## src/sv/dxtd_pkg.sv

```systemverilog
// ----------------------------------------------------------------------------
// dxtd_pkg
// Shared types, format codes and arithmetic helpers for the dxt block decoder.
// ----------------------------------------------------------------------------
package dxtd_pkg;

	// block format codes, code 3 decodes as dxt1
	localparam logic [1:0] FMT_DXT1 = 2'd0;
	localparam logic [1:0] FMT_DXT3 = 2'd1;
	localparam logic [1:0] FMT_DXT5 = 2'd2;

	// default depth of the queue between front and back
	localparam int QUEUE_DEPTH_DEF = 2;

	localparam int PIXELS = 16;

	// reciprocal constants for division by small constants
	localparam logic [9:0]  RECIP3 = 10'd683;    // x/3 = x*683 >> 11, x < 2048
	localparam logic [13:0] RECIP7 = 14'd9363;   // x/7 = x*9363 >> 16, x < 13107
	localparam logic [13:0] RECIP5 = 14'd13108;  // x/5 = x*13108 >> 16, x < 16384

	typedef logic [7:0] chan_t;

	typedef struct packed {
		chan_t r;
		chan_t g;
		chan_t b;
	} rgb_t;

	// one decoded block waiting for the back part
	typedef struct packed {
		rgb_t [3:0]       pal;
		logic             four;
		logic [7:0][7:0]  atab;
		logic [31:0]      cidx;
		logic [63:0]      ahalf;
	} entry_t;

	// rgb565 to rgb888 by bit replication
	function automatic rgb_t expand565(input logic [15:0] c);
		rgb_t o;
		o.r = {c[15:11], c[15:13]};
		o.g = {c[10:5], c[10:9]};
		o.b = {c[4:0], c[4:2]};
		return o;
	endfunction

	function automatic chan_t div3(input logic [9:0] x);
		logic [19:0] p;
		p = 20'(x) * 20'(RECIP3);
		return p[18:11];
	endfunction

	function automatic chan_t div7(input logic [10:0] x);
		logic [24:0] p;
		p = 25'(x) * 25'(RECIP7);
		return p[23:16];
	endfunction

	function automatic chan_t div5(input logic [10:0] x);
		logic [24:0] p;
		p = 25'(x) * 25'(RECIP5);
		return p[23:16];
	endfunction

endpackage

```

## src/sv/dxt_block_decoder.sv

```systemverilog
// ----------------------------------------------------------------------------
// dxt_block_decoder
// Decodes one dxt1, dxt3 or dxt5 compressed 4x4 block into sixteen rgba8
// pixels in row-major order.
// ----------------------------------------------------------------------------
// A block request is taken when start is high and busy is low. Its sixteen
// pixels come out on consecutive cycles, each for one cycle with pixel_valid
// high, and the receiver cannot stall them. On the way out a block passes
// the input register, the stage two registers, the queue and the result
// registers. The back part sends one pixel per cycle while the queue holds a
// block.
// A two-stage front part and a queue of QUEUE_DEPTH decoded blocks let new
// requests in while a block is being sent; busy rises only once both front
// stages and the queue are occupied. block_format may only be written while
// no block is in flight.
module dxt_block_decoder #(
	parameter int QUEUE_DEPTH = dxtd_pkg::QUEUE_DEPTH_DEF
) (
	input  logic        clk,
	input  logic        arst_n,
	input  logic        cfg_write,
	input  logic [1:0]  cfg_data,
	input  logic        start,
	output logic        busy,
	input  logic [63:0] alpha_half,
	input  logic [63:0] color_half,
	output logic        pixel_valid,
	output logic [3:0]  pixel_number,
	output logic [7:0]  red,
	output logic [7:0]  green,
	output logic [7:0]  blue,
	output logic [7:0]  opacity,
	output logic        last_pixel
);
	import dxtd_pkg::*;

	logic [1:0] format_q;
	logic       push, full, pop, head_valid;
	entry_t     push_data, head;

	// format register
	always_ff @(posedge clk or negedge arst_n) begin
		if (!arst_n) begin
			format_q <= FMT_DXT1;
		end else if (cfg_write) begin
			format_q <= cfg_data;
		end
	end

	dxtd_front u_front (
		.clk        (clk),
		.arst_n     (arst_n),
		.start      (start),
		.busy       (busy),
		.alpha_half (alpha_half),
		.color_half (color_half),
		.push       (push),
		.push_data  (push_data),
		.full       (full)
	);

	dxtd_queue #(
		.DEPTH (QUEUE_DEPTH)
	) u_queue (
		.clk        (clk),
		.arst_n     (arst_n),
		.push       (push),
		.push_data  (push_data),
		.full       (full),
		.pop        (pop),
		.head_valid (head_valid),
		.head       (head)
	);

	dxtd_back u_back (
		.clk          (clk),
		.arst_n       (arst_n),
		.block_format (format_q),
		.head_valid   (head_valid),
		.head         (head),
		.pop          (pop),
		.pixel_valid  (pixel_valid),
		.pixel_number (pixel_number),
		.red          (red),
		.green        (green),
		.blue         (blue),
		.opacity      (opacity),
		.last_pixel   (last_pixel)
	);

`ifndef SYNTHESIS
	// a block, once started, is sent without gaps and in order
	a_pixel_run: assert property (@(posedge clk) disable iff (!arst_n)
		pixel_valid && !last_pixel |=>
			pixel_valid && (pixel_number == $past(pixel_number) + 4'd1))
		else $error("pixel run broken inside a block");

	// a new block always begins at pixel zero
	a_block_start: assert property (@(posedge clk) disable iff (!arst_n)
		pixel_valid && last_pixel |=> !pixel_valid || (pixel_number == 4'd0))
		else $error("block did not start at pixel zero");

	// the queue never takes a push while full
	a_no_overflow: assert property (@(posedge clk) disable iff (!arst_n)
		full |-> !push)
		else $error("queue push while full");
`endif

endmodule

```

## src/sv/dxtd_front.sv

```systemverilog
// ----------------------------------------------------------------------------
// dxtd_front
// Accepts compressed blocks, classifies colour and alpha modes and builds the
// palette and alpha table over two stages before pushing into the queue.
// ----------------------------------------------------------------------------
module dxtd_front (
	input  logic                 clk,
	input  logic                 arst_n,
	input  logic                 start,
	output logic                 busy,
	input  logic [63:0]          alpha_half,
	input  logic [63:0]          color_half,
	output logic                 push,
	output dxtd_pkg::entry_t     push_data,
	input  logic                 full
);
	import dxtd_pkg::*;

	logic        v1_q, v2_q;
	logic [63:0] ahalf_s1, chalf_s1;

	logic        s1_free, s2_free;

	// stage one decode
	logic [15:0] c0, c1;
	logic        four;
	rgb_t        e0, e1;
	logic [7:0]  a0, a1;
	logic        agt;
	logic [2:0][9:0] n2, n3;
	logic [7:2][10:0] an;

	// stage two registers
	rgb_t        e0_s2, e1_s2;
	logic [2:0][9:0] n2_s2, n3_s2;
	logic        four_s2, agt_s2;
	logic [7:2][10:0] an_s2;
	logic [31:0] cidx_s2;
	logic [63:0] ahalf_s2;

	// flow control
	assign s2_free = !v2_q || !full;
	assign s1_free = !v1_q || s2_free;
	assign busy    = !s1_free;
	assign push    = v2_q && !full;

	always_ff @(posedge clk or negedge arst_n) begin
		if (!arst_n) begin
			v1_q <= 1'b0;
			v2_q <= 1'b0;
		end else begin
			if (s1_free) v1_q <= start;
			if (s2_free) v2_q <= v1_q;
		end
	end

	// input register
	always_ff @(posedge clk) begin
		if (start && s1_free) begin
			ahalf_s1 <= alpha_half;
			chalf_s1 <= color_half;
		end
	end

	// endpoint expansion and mode classification
	always_comb begin
		c0   = chalf_s1[15:0];
		c1   = chalf_s1[31:16];
		four = c0 > c1;
		e0   = expand565(c0);
		e1   = expand565(c1);
		a0   = ahalf_s1[7:0];
		a1   = ahalf_s1[15:8];
		agt  = a0 > a1;
	end

	// colour numerators, weighted thirds or a plain sum
	always_comb begin
		logic [2:0][7:0] x0, x1;
		x0 = {e0.r, e0.g, e0.b};
		x1 = {e1.r, e1.g, e1.b};
		for (int ch = 0; ch < 3; ch++) begin
			if (four) begin
				n2[ch] = {x0[ch], 1'b0} + 10'(x1[ch]);
				n3[ch] = 10'(x0[ch]) + {x1[ch], 1'b0};
			end else begin
				n2[ch] = 10'(x0[ch]) + 10'(x1[ch]);
				n3[ch] = '0;
			end
		end
	end

	// alpha numerators for the interpolated entries
	always_comb begin
		for (int i = 2; i < 8; i++) begin
			if (agt)
				an[i] = 11'(a0) * 11'(8 - i) + 11'(a1) * 11'(i - 1);
			else if (i < 6)
				an[i] = 11'(a0) * 11'(6 - i) + 11'(a1) * 11'(i - 1);
			else
				an[i] = '0;
		end
	end

	always_ff @(posedge clk) begin
		if (v1_q && s2_free) begin
			e0_s2    <= e0;
			e1_s2    <= e1;
			n2_s2    <= n2;
			n3_s2    <= n3;
			four_s2  <= four;
			agt_s2   <= agt;
			an_s2    <= an;
			cidx_s2  <= chalf_s1[63:32];
			ahalf_s2 <= ahalf_s1;
		end
	end

	// divisions by reciprocal, or halving in three-colour mode, result lands in the queue
	always_comb begin
		rgb_t p2, p3;
		p2.r = four_s2 ? div3(n2_s2[2]) : n2_s2[2][8:1];
		p2.g = four_s2 ? div3(n2_s2[1]) : n2_s2[1][8:1];
		p2.b = four_s2 ? div3(n2_s2[0]) : n2_s2[0][8:1];
		p3.r = four_s2 ? div3(n3_s2[2]) : '0;
		p3.g = four_s2 ? div3(n3_s2[1]) : '0;
		p3.b = four_s2 ? div3(n3_s2[0]) : '0;
		push_data.pal   = {p3, p2, e1_s2, e0_s2};
		push_data.four  = four_s2;
		push_data.cidx  = cidx_s2;
		push_data.ahalf = ahalf_s2;
		push_data.atab[0] = ahalf_s2[7:0];
		push_data.atab[1] = ahalf_s2[15:8];
		for (int i = 2; i < 8; i++) begin
			if (agt_s2)
				push_data.atab[i] = div7(an_s2[i]);
			else if (i < 6)
				push_data.atab[i] = div5(an_s2[i]);
			else if (i == 6)
				push_data.atab[i] = 8'd0;
			else
				push_data.atab[i] = 8'd255;
		end
	end

endmodule

```

## src/sv/dxtd_queue.sv

```systemverilog
// ----------------------------------------------------------------------------
// dxtd_queue
// Short queue of decoded blocks between the front and the back part.
// ----------------------------------------------------------------------------
module dxtd_queue #(
	parameter int DEPTH = dxtd_pkg::QUEUE_DEPTH_DEF
) (
	input  logic              clk,
	input  logic              arst_n,
	input  logic              push,
	input  dxtd_pkg::entry_t  push_data,
	output logic              full,
	input  logic              pop,
	output logic              head_valid,
	output dxtd_pkg::entry_t  head
);
	import dxtd_pkg::*;

	localparam int PTR_W = $clog2(DEPTH);
	localparam int CNT_W = $clog2(DEPTH + 1);

	entry_t           mem_q [DEPTH];
	logic [PTR_W-1:0] wr_q, rd_q;
	logic [CNT_W-1:0] cnt_q;

	function automatic logic [PTR_W-1:0] wrap_inc(input logic [PTR_W-1:0] p);
		return (p == PTR_W'(DEPTH - 1)) ? '0 : p + 1'b1;
	endfunction

	assign full       = cnt_q == CNT_W'(DEPTH);
	assign head_valid = cnt_q != '0;
	assign head       = mem_q[rd_q];

	// pointers and fill count
	always_ff @(posedge clk or negedge arst_n) begin
		if (!arst_n) begin
			wr_q  <= '0;
			rd_q  <= '0;
			cnt_q <= '0;
		end else begin
			if (push) wr_q <= wrap_inc(wr_q);
			if (pop)  rd_q <= wrap_inc(rd_q);
			if (push && !pop)      cnt_q <= cnt_q + 1'b1;
			else if (pop && !push) cnt_q <= cnt_q - 1'b1;
		end
	end

	// storage
	always_ff @(posedge clk) begin
		if (push) mem_q[wr_q] <= push_data;
	end

endmodule

```

## src/sv/dxtd_back.sv

```systemverilog
// ----------------------------------------------------------------------------
// dxtd_back
// Walks the head block of the queue, one pixel per cycle, into the result
// registers.
// ----------------------------------------------------------------------------
module dxtd_back (
	input  logic              clk,
	input  logic              arst_n,
	input  logic [1:0]        block_format,
	input  logic              head_valid,
	input  dxtd_pkg::entry_t  head,
	output logic              pop,
	output logic              pixel_valid,
	output logic [3:0]        pixel_number,
	output logic [7:0]        red,
	output logic [7:0]        green,
	output logic [7:0]        blue,
	output logic [7:0]        opacity,
	output logic              last_pixel
);
	import dxtd_pkg::*;

	logic [3:0] cnt_q;
	logic       valid_q;
	logic [3:0] num_q;
	rgb_t       rgb_q;
	chan_t      alpha_q;

	logic [1:0] ci;
	logic [3:0] nib;
	logic [2:0] ai;
	logic [6:0] ai_pos;
	rgb_t       rgb;
	chan_t      alpha;

	assign pop = head_valid && (cnt_q == 4'(PIXELS - 1));

	// per pixel selection
	always_comb begin
		ci     = head.cidx[{cnt_q, 1'b0} +: 2];
		nib    = head.ahalf[{cnt_q, 2'b00} +: 4];
		ai_pos = 7'd16 + 7'(cnt_q) * 7'd3;
		ai     = head.ahalf[ai_pos[5:0] +: 3];
		rgb    = head.pal[ci];
		unique case (block_format)
			FMT_DXT3: alpha = {nib, nib};
			FMT_DXT5: alpha = head.atab[ai];
			default:  alpha = (ci == 2'd3 && !head.four) ? 8'd0 : 8'd255;
		endcase
	end

	// pixel counter and strobe
	always_ff @(posedge clk or negedge arst_n) begin
		if (!arst_n) begin
			cnt_q   <= '0;
			valid_q <= 1'b0;
		end else begin
			valid_q <= head_valid;
			if (head_valid) cnt_q <= cnt_q + 1'b1;
		end
	end

	// result registers
	always_ff @(posedge clk) begin
		if (head_valid) begin
			num_q   <= cnt_q;
			rgb_q   <= rgb;
			alpha_q <= alpha;
		end
	end

	assign pixel_valid  = valid_q;
	assign pixel_number = num_q;
	assign red          = rgb_q.r;
	assign green        = rgb_q.g;
	assign blue         = rgb_q.b;
	assign opacity      = alpha_q;
	assign last_pixel   = num_q == 4'(PIXELS - 1);

endmodule

```

## config.mk

```make
export PLATFORM = sky130hd
export DESIGN_NAME = dxt_block_decoder
export DESIGN_NICKNAME = d
export VERILOG_FILES = /design/src/sv/dxtd_pkg.sv /design/src/sv/dxt_block_decoder.sv /design/src/sv/dxtd_front.sv /design/src/sv/dxtd_queue.sv /design/src/sv/dxtd_back.sv
export SDC_FILE = /design/constraint.sdc
export NUM_CORES = 2
export LEC_CHECK = 0
export BUFFER_PORTS_ARGS = -buffer_cell sky130_fd_sc_hd__buf_2
export CAP_MARGIN = 10
export CORE_ASPECT_RATIO = 0.5
export CORE_MARGIN = 1.5
export CORE_UTILIZATION = 50
export DETAILED_ROUTE_END_ITERATION = 10
export HOLD_SLACK_MARGIN = 0.06
export PLACE_DENSITY = 0.77
export SLEW_MARGIN = 40
export SYNTH_ARGS = -nofsm -noshare
export SYNTH_HDL_FRONTEND = slang
export SYNTH_SLANG_ARGS = --single-unit
```

## constraint.sdc

```tcl
create_clock -name clk -period 10.7 [get_ports clk]
set_input_delay 0.535 -clock clk [delete_from_list [all_inputs] [get_ports clk]]
set_output_delay 0.535 -clock clk [all_outputs]
set_load 0.005 [all_outputs]
```

==> insert_results.sql <==
INSERT INTO impl_metrics (metric_group, metric, value, unit) VALUES
('synthesis', 'yosys.area_share.adder', '33.1', '%'),
('synthesis', 'mappedNetlistArea', '0.0683', 'mm^2'),
('placed_design', 'dpl-instance-area', '0.0712', 'mm^2'),
('synthesis', 'synthXorXnorAreaFrac', '3.39', '%'),
('cts', 'clock_latency', '0.71', 'ns'),
('synthesis', 'synth-edff-count', '866', ''),
('floorplanning', 'initial_utilization', '50.6', '%'),
('timing', 'hold_viol_final', '0', ''),
('routing', 'vias', '42900', ''),
('timing', 'rsz0062_at_grt', 'false', ''),
('grt', 'grt_pass1_vias', '46100', ''),
('cts', 'clkSlewWorstSetupHoldPaths', '0.07', 'ns'),
('critical_path', 'critical_path.top_delay_family', 'adder cells', ''),
('cts', 'cts_repair_resize_count', '0', ''),
('timing', 'tightest_slew', '0.871', 'ns'),
('timing', 'fmax', '160', 'MHz'),
('run', 'maxCapViolCount', '0', ''),
('synthesis', 'synth-simple-area-share', '4.91', '%'),
('timing', 'fin_tns_setup', '0', 'ns'),
('floorplanning', 'coreArea', '0.135', 'mm^2'),
('placed_design', 'detailedPlacementHpwl', '122000', 'um'),
('cts', 'total_number_of_h_tree_levels', '3', ''),
('cts', 'postCtsSetupBuffers', '0', ''),
('finish', 'nNetsFinal', '7472', ''),
('synthesis', 'synth_area_leader_cell', 'edfxtp_1', ''),
('synthesis', 'syn_area_per_cell', '12.5', 'um^2'),
('placed_design', 'place.port_buffers', '172', ''),
('finish', 'drive_above_1_share', '10.2', '%'),
('floorplanning', 'num_io_pins', '173', ''),
('floorplanning', 'die_area', '0.139', 'mm^2'),
('synthesis', 'syn_nets', '7154', ''),
('worst_hold_path', 'min-delay-path-class', 'input port to register', ''),
('grt', 'maximum_number_of_pins_on_one_net_before_global_route_repair', '129', ''),
('cts', 'numClockSinks', '879', ''),
('synthesis', 'post_synthesis_sequential_area_ratio', '38.6', '%'),
('synthesis', 'post_synth_num_cell_types', '82', ''),
('critical_path', 'worst-path-max-fanout', '44', ''),
('cts', 'cts.root.buffer_cell', 'clkbuf_16', ''),
('placed_design', 'place_congestion', '0.932', ''),
('critical_path', 'critical_path.endpoint_type', 'register', ''),
('floorplanning', 'chipWidth', '526', 'um'),
('timing', 'report.final.slew_viol_count', '0', ''),
('timing', 'fin_worst_skew', '0.0445', 'ns'),
('cts', 'tritoncts.num_buffers', '83', ''),
('synthesis', 'ys_ff_latch', '879', ''),
('grt', 'grt-ovfl-total', '0', ''),
('routing', 'route.detailed.drc', '0', ''),
('routing', 'route.final.wire_length', '161000', 'um'),
('critical_path', 'criticalPathCategory', 'register to register', ''),
('finish', 'most-common-layout-cells', 'ha_1 (1179), inv_1 (940), edfxtp_1 (866), fa_1 (391), a21oi_1 (236)', ''),
('critical_path', 'crit_buf_inv', '4', ''),
('critical_path', 'worst_path_largest_cell_delay', '1.00', 'ns'),
('floorplanning', 'die_height', '264', 'um'),
('routing', 'drtPass1Iterations', '5', ''),
('finish', 'stdcell_area', '0.0753', 'mm^2'),
('routing', 'viasPerCell', '5.62', ''),
('critical_path', 'timing.critical_path.required', '11.12', 'ns'),
('synthesis', 'ys_async_sr_fraction', '1.48', '%'),
('routing', 'antenna_left', '0', ''),
('timing', 'fin_crit_sh', '58.4', '%'),
('status', 'run_status', 'completed', ''),
('cts', 'clk_path_buf_depth', '3', ''),
('critical_path', 'critical_path.slowest_cell', 'fa_1', ''),
('synthesis', 'netlist_top_cells_area', 'edfxtp_1 (38%), ha_1 (22%), fa_1 (11%), inv_1 (5.2%), mux4_2 (5.0%)', ''),
('finish', 'multi_input_comb_area', '0.0379', 'mm^2'),
('routing', 'detail_route.iter0.violations', '2896', ''),
('finish', 'reg_area', '0.0263', 'mm^2'),
('grt', 'grt_first_pass_wirelength', '256000', 'um'),
('timing', 'worst_slew_margin_relative_to_its_limit', '41.9', '%'),
('routing', 'avgRoutedWirePerCell', '21.1', 'um'),
('timing', 'finalWorstPathRequiredPeriod', '6.24', 'ns');
==> through the flow <==
stage	hold WS (ns)	worst slack [ns]	utilization [%]	cells
floorplan	0.239	3.75	-	5449
global placement	0.403	4.50	52.7	7345
detailed placement	0.405	4.46	52.8	7350
CTS	0.0782	4.44	55.8	7622
global route	0.0747	4.19	55.8	7625
finish	0.101	4.46	55.8	7626
==> final cells by class <==
class,count,area share (%)
Clock buffer,96,2.88
Inverter,941,4.69
Antenna cell,1,0.00332
Timing Repair Buffer,337,3.39
Clock inverter,53,0.803
Tap cell,1794,2.98
Multi-Input combinational cell,3525,50.3
Sequential cell,879,35.0
==> worst paths after layout <==
path | from | endpoint | depth (start not counted)
worst min-delay path | alpha_half[55] | u_front.ahalf_s1[55]$_DFFE_PP_ | 1
worst max-delay path | u_back.cnt_q[2]$_DFFE_PN0P_ | u_back.opacity[6]$_DFFE_PP_ | 15
worst min register to register | u_front.chalf_s1[44]$_DFFE_PP_ | u_front.cidx_s2[12]$_DFFE_PP_ | 0
min in group asynchronous | arst_n | u_back.cnt_q[1]$_DFFE_PN0P_ | 2
max in group asynchronous | arst_n | u_queue.rd_q$_DFFE_PN0P_ | 2
worst max register to register | u_back.cnt_q[2]$_DFFE_PN0P_ | u_back.opacity[6]$_DFFE_PP_ | 15
==> sequential cells by signal, summed over array words and instances (netlist names), 2 cells and up <==
register and flops:
u_queue.cnt_q 2, u_front.ahalf_s2 64, u_queue.mem_q 450, u_front.n2_s2 30, u_front.push_data 32, u_back.pixel_number 4, u_back.cnt_q 4, u_front.n3_s2 30
u_front.an_s2 62, u_front.cidx_s2 32, u_front.ahalf_s1 64, format_q 2, u_back.opacity 8, u_front.chalf_s1 64, u_back.red 8, u_back.green 8
u_back.blue 8
==> cells by family after synthesis <==
logic type / count (synthesis)
muxes: 298
and+or+nand+nor: 678
adders and majority gates: 1571
xor gates and xnor gates: 264
buffers and inverters: 1045
AOI/OAI and AO/OA: 714
DFF: 879
==> synthesized netlist by cell type (all sizes together), types with 23 or more instances <==
master	n
nor2b	50
xnor2	193
and2	36
xor2	71
a21oi	236
mux2i	80
o21bai	41
nor2	190
o21ai	136
mux4	155
inv	940
edfxtp	866
nor3	61
fa	391
clkbuf	47
nand3	38
nand2	147
nand2b	35
mux2	63
o21a	32
buf	57
ha	1180
or3	23
a21o	90
==> per-layer routing <==
| metal | share of wire, % | vias to the layer above | track usage (%) |
|---|---|---|---|
| li1 | - | 20000 | - |
| met1 | 42 | 21400 | 30.6 |
| met2 | 50 | 1231 | 41.5 |
| met3 | 5.4 | 249 | 3.06 |
| met4 | 2.4 | 0 | 6.28 |
| met5 | 0 | - | 0 |
==> repair_timing <==
| item | in CTS | in global routing |
|---|---|---|
| endpoints found under the setup margin | 0 | 0 |
| endpoints found under the hold margin | 135 | 0 |
| hold buffers | 123 | 0 |
Power is not shown: default switching activity piles up to over one toggle a cycle in this logic, so the estimate is an artifact.
